<file path="config.mk">
export PLATFORM = sky130hd
export DESIGN_NAME = ccns_mul
export DESIGN_NICKNAME = d
export VERILOG_FILES = /design/src/ccns_pkg.sv /design/src/ccns_mul.sv
export SDC_FILE = /design/constraint.sdc
export NUM_CORES = 2
export LEC_CHECK = 0
export BUFFER_PORTS_ARGS = -buffer_cell sky130_fd_sc_hd__buf_2
export CAP_MARGIN = 20
export CORE_ASPECT_RATIO = 0.9
export CORE_MARGIN = 2
export CORE_UTILIZATION = 50
export DETAILED_ROUTE_END_ITERATION = 10
export PLACE_DENSITY = 0.77
export SLEW_MARGIN = 40
export SYNTH_ARGS = -nofsm -noshare
export SYNTH_HDL_FRONTEND = slang
export SYNTH_SLANG_ARGS = --single-unit
</file>
<file path="constraint.sdc">
create_clock -name i_clk -period 10.4 [get_ports i_clk]
set_input_delay 0.52 -clock i_clk [delete_from_list [all_inputs] [get_ports i_clk]]
set_output_delay 0.52 -clock i_clk [all_outputs]
set_load 0.05 [all_outputs]
</file>
<file path="src/ccns_pkg.sv">
`timescale 1ns / 1ps

package ccns_pkg;

    // Widths of the converter's words.
    localparam int COUNT_W  = 64;
    localparam int RATE_W   = 34;
    localparam int OFFSET_W = 63;
    localparam int NS_W     = 30;

    // Default scale factor: nanoseconds in one second.
    localparam int unsigned NS_PER_SECOND_DEF = 1000000000;

    // Configuration register indexes.
    typedef enum logic [0:0] {
        CFG_RATE   = 1'b0,
        CFG_OFFSET = 1'b1
    } t_cfg_idx;

endpackage

</file>
<file path="src/ccns_mul.sv">
`timescale 1ns / 1ps

// Scales whole seconds and remainder cycles to ns; adds offset if i_op is set.
module ccns_mul #(
    parameter int unsigned NS_PER_SECOND = ccns_pkg::NS_PER_SECOND_DEF
) (
    input  logic                            i_clk,
    input  logic                            i_rst_n,
    input  logic                            i_valid,
    input  logic [ccns_pkg::COUNT_W-1:0]    i_secs,
    input  logic [ccns_pkg::RATE_W-1:0]     i_rem,
    input  logic                            i_op,
    input  logic [ccns_pkg::OFFSET_W-1:0]   i_offset,
    output logic                            o_valid,
    output logic [ccns_pkg::COUNT_W-1:0]    o_base,
    output logic [ccns_pkg::COUNT_W-1:0]    o_rem_ns
);
    import ccns_pkg::*;

    localparam int HALF_W = COUNT_W / 2;

    logic [NS_W-1:0] c_ns;
    assign c_ns = NS_W'(NS_PER_SECOND);

    logic [2:0]                 r_valid;
    logic [HALF_W+NS_W-1:0]     r_lo;
    logic [HALF_W-1:0]          r_hi;
    logic [COUNT_W-1:0]         r_rem_ns1;
    logic                       r_op1;
    logic [COUNT_W-1:0]         r_secs_ns;
    logic [COUNT_W-1:0]         r_rem_ns2;
    logic                       r_op2;
    logic [COUNT_W-1:0]         r_base;
    logic [COUNT_W-1:0]         r_rem_ns3;

    logic [HALF_W+NS_W-1:0]     n_hi_full;
    logic [COUNT_W-1:0]         n_rem_ns;
    logic [COUNT_W-1:0]         n_secs_ns;
    logic [COUNT_W-1:0]         n_base;

    // Stage one: two half-width products of the seconds and the remainder product.
    assign n_hi_full = i_secs[COUNT_W-1:HALF_W] * c_ns;
    assign n_rem_ns  = COUNT_W'(i_rem) * COUNT_W'(c_ns);
    // Stage two: recombine the seconds product modulo 2^64.
    assign n_secs_ns = COUNT_W'(r_lo) + {r_hi, {HALF_W{1'b0}}};
    // Stage three: add the wall-clock offset in absolute mode.
    assign n_base    = r_secs_ns + (r_op2 ? {1'b0, i_offset} : '0);

    always_ff @(posedge i_clk) begin
        if (!i_rst_n) begin
            r_valid <= '0;
        end else begin
            r_valid <= {r_valid[1:0], i_valid};
        end
    end

    always_ff @(posedge i_clk) begin
        r_lo      <= i_secs[HALF_W-1:0] * c_ns;
        r_hi      <= n_hi_full[HALF_W-1:0];
        r_rem_ns1 <= n_rem_ns;
        r_op1     <= i_op;
        r_secs_ns <= n_secs_ns;
        r_rem_ns2 <= r_rem_ns1;
        r_op2     <= r_op1;
        r_base    <= n_base;
        r_rem_ns3 <= r_rem_ns2;
    end

    assign o_valid  = r_valid[2];
    assign o_base   = r_base;
    assign o_rem_ns = r_rem_ns3;

    // A scaled word leaves only after it has passed through every stage.
    a_lineage: assert property (@(posedge i_clk) disable iff (!i_rst_n)
        o_valid |-> $past(i_valid, 3))
        else $error("scaler output without matching input");

endmodule

</file>
==> results.md <==
- Status: finished clean
- Synth async-reset ratio: 0%
- Share of cells above drive strength 1: 8.63%
- FMAX: roughly 140 MHz
- Hold Startpoint: i_op
- Area Growth Syn to Fin: 9.88%
- Initial Util: 50.5%
- CTS buffer count: 42
- Worst-Skew Late Latency: 0.58 ns
- Most numerous cell on the critical path: fa_1
- Post-Layout Cell Count: 5586
- Most common cell after layout, fill and taps aside: inv_1
- 1st-iter DRT viols: 1357
- Number of gates resized after CTS: 0
- Clk sinks: between 300 and 400
- Commonest cells after routing, fill and taps aside: inv_1, fa_1, ha_1, dfxtp_1, buf_2
- Postcts setup bufs: 0
- Slew HR: 44.3%
- Final Cycle Share: 68.1%
- Seq/Total Area, Yosys: roughly 17%
- Final TNS setup: 0 ns
- GR Overflow Total: 0
- DRC errors left: 0
- Top Ports: 294
- Layout Nets: 6039
- Critical Path End Type: register
- Via count: 27886
- Slowest-stage cell, CP: fa_1
- Main flop type after synthesis: dfxtp_1
- WS Path Type: input pin to register
- Hold WC Path Type: input pin to register
- CP Max Fanout: 8
- Final setup viols: 0
- Worst-Margin Slew: around 0.84 ns
- Die ar.: about 0.09 mm²
- Crit Reg-Reg Endpoint: o_base[43]
- CTS Hold Buffers Added: 0
- Port bufs: 275
- First-pass GRT wire length: between 150000 and 200000 µm
- DRT Pass-1 Iters: 4
- Row count: 101
- Post-route ant nets: 0
- Max_cap viols: 0
- Final min period: 7.08 ns
- Initial antenna violation count: 8
- Crit path cell chain: buf_2, inv_1, fa_1, fa_1, fa_1, fa_1, fa_1, inv_1, fa_1, inv_1, fa_1, inv_1, ha_1, or2_1, and4b_1, a221oi_1, nor2_1, a2111oi_2, a21oi_1, a31oi_2, nand4b_1, a31oi_1, o21ai_1, xor2_1
- Beginning of the critical path: i_secs[2]
- Drt via density: 4.99
- Clock skew: 0.0183 ns
- Post-DP HPWL: between 80000 and 90000 µm
- Fin. max-slew vios: 0
- Crit path largest cell delay: 0.57 ns
- Endpoints failing hold: 0
- RSZ-0062 raised after global routing: no
- Fillers: 7124
- Clk slew on worst S/H paths: 0.06 ns
- Crit path arrival time: about 7.5 ns
- Number of synthesized register bits: 365
- Die H: 281 µm
- Routed len/inst: 17.1 µm
- CTS tree: yes
- R2r setup slk: 5.82 ns
- Pin count of the biggest net entering global routing: 64
- CP startpoint kind: input pin
- R2R cell count: 16
- Gr usage total: about 22%
- Avg Inst Size Synth: 10.4 µm²
- # H-tree levels: 2
- Routability congestion estimate from global placement: 0.954
- Drt total wl: 95700 µm
- Util after Layout: between 50% and 60%
- RR Startpoint: r_op2
- Vias in the first global route: slightly above 30000
- Required @ worst endpoint: 10.85 ns
- Crit path to: r_lo[60]
- EDFF count, synth: 0
- Ys Warns: 0
- Post-Synthesis Cells: 4115
- Root buffer cell: clkbuf_16
- Mapped cell area: 0.0427 mm²
- CORE AREA: 0.0845 mm²
- Clock tree buffer depth: 3
- Die W: 312 µm
- Placed Instances: between 5000 and 6000
- Count of cell types in the netlist: 74
-- layer usage --
metal	up-vias	global-route usage, %	wire length (µm)	part of all wire (%)
met1	13553	27.8	40000	42
met5	-	0	12	0.013
li1	13398	-	-	-
met4	2	7.25	3110	3.2
met2	747	38.6	45900	48
met3	186	5.27	6700	7.0
-- worst max-delay path, delay by kind of cell --
family	cells	cell delay, ns
XOR/XNOR	1	0.15
buffers and inverters	5	0.48
AND/OR/NAND/NOR	4	0.74
adder cells (fa/ha/maj)	8	3.79
AO/OA/AOI/OAI	6	1.84
-- stage by stage --
| step | cell area, µm² | setup WS [ns] | hold slack (ns) |
|---|---|---|---|
| 2_1_floorplan | 42800 | 3.77 | 0.310 |
| 3_3_place_gp | 45400 | 2.86 | 0.310 |
| 3_5_place_dp | 45500 | 2.80 | 0.312 |
| 4_1_cts | 47000 | 3.37 | 0.0114 |
| 5_1_grt | 47000 | 2.92 | 0.0246 |
| 6_report | 47000 | 3.32 | 0.0553 |
-- state kept, by name, summed over array words and instances, names as in the netlist --
| register | cells |
|---|---|
| o_rem_ns | 55 |
| r_op2 | 1 |
| r_op1 | 1 |
| r_valid | 3 |
| o_base | 64 |
| r_rem_ns1 | 55 |
| r_secs_ns | 55 |
| r_lo | 53 |
| r_hi | 23 |
| r_rem_ns2 | 55 |
-- cell usage after synthesis, drive strengths merged, types with 4 or more instances --
cell type,n,area [µm²]
nor3,30,150
o21ai,77,385
dfxtp,365,7310
nand2b,17,106
and2,69,432
xnor2,161,1410
nand2,70,263
o21a,22,165
clkbuf,17,63.8
nor2,89,334
buf,9,67.6
o211ai,11,82.6
and3,17,111
a21oi,151,771
a21o,91,683
o41ai,5,66.3
xor2,52,455
a211o,8,70.1
a221oi,4,41.3
nor2b,24,150
or3,4,25.0
or2,7,43.8
nand4,15,93.8
a31o,5,43.8
nand3,39,195
fa,734,14700
o221ai,4,35.0
nor4,5,31.3
o2111ai,5,43.8
ha,723,9050
o31ai,8,60.1
o21bai,26,195
inv,1170,4390
a211oi,17,133
o41a,5,56.3
a31oi,14,106
a2111oi,5,62.6
o21ba,4,40.0
-- worst min path at each step --
stage          slack, ns  depth (start not counted)       endpoint
2_1_floorplan       0.31                          0   o_rem_ns[10]
3_3_place_gp        0.31                          0  r_rem_ns2[32]
3_5_place_dp        0.31                          0   o_rem_ns[28]
4_1_cts             0.01                          1          r_op1
5_1_grt             0.02                          1          r_op1
6_report            0.06                          1          r_op1
-- kinds of logic after synthesis --
kind of cell,after synthesis,synth area share [%]
adder cells (fa/ha/maj),1457,55.6
buffers and inverters,1196,10.6
AO/OA/AOI/OAI,488,7.67
AND/OR/NAND/NOR,394,4.69
flip-flops,365,17.1
XOR/XNOR,213,4.37
other,1,0.00877
multiplexers,1,0.0263
-- final cells by class --
class                   instances  area, µm²  area share, %
flip-flops and latches        365       7310           15.6
inverters                    1170       4390           9.35
clock inverters                22        274          0.584
well taps                    1133       1420           3.02
repair buffers                276       1380           2.95
multi-input cells            2562      31000           65.9
diodes                          3       7.51         0.0160
clock buffers                  55       1220           2.61
Power is left out: the tool's default activity adds up to more than one toggle a clock period on the data nets, which glitch-free logic cannot reach.
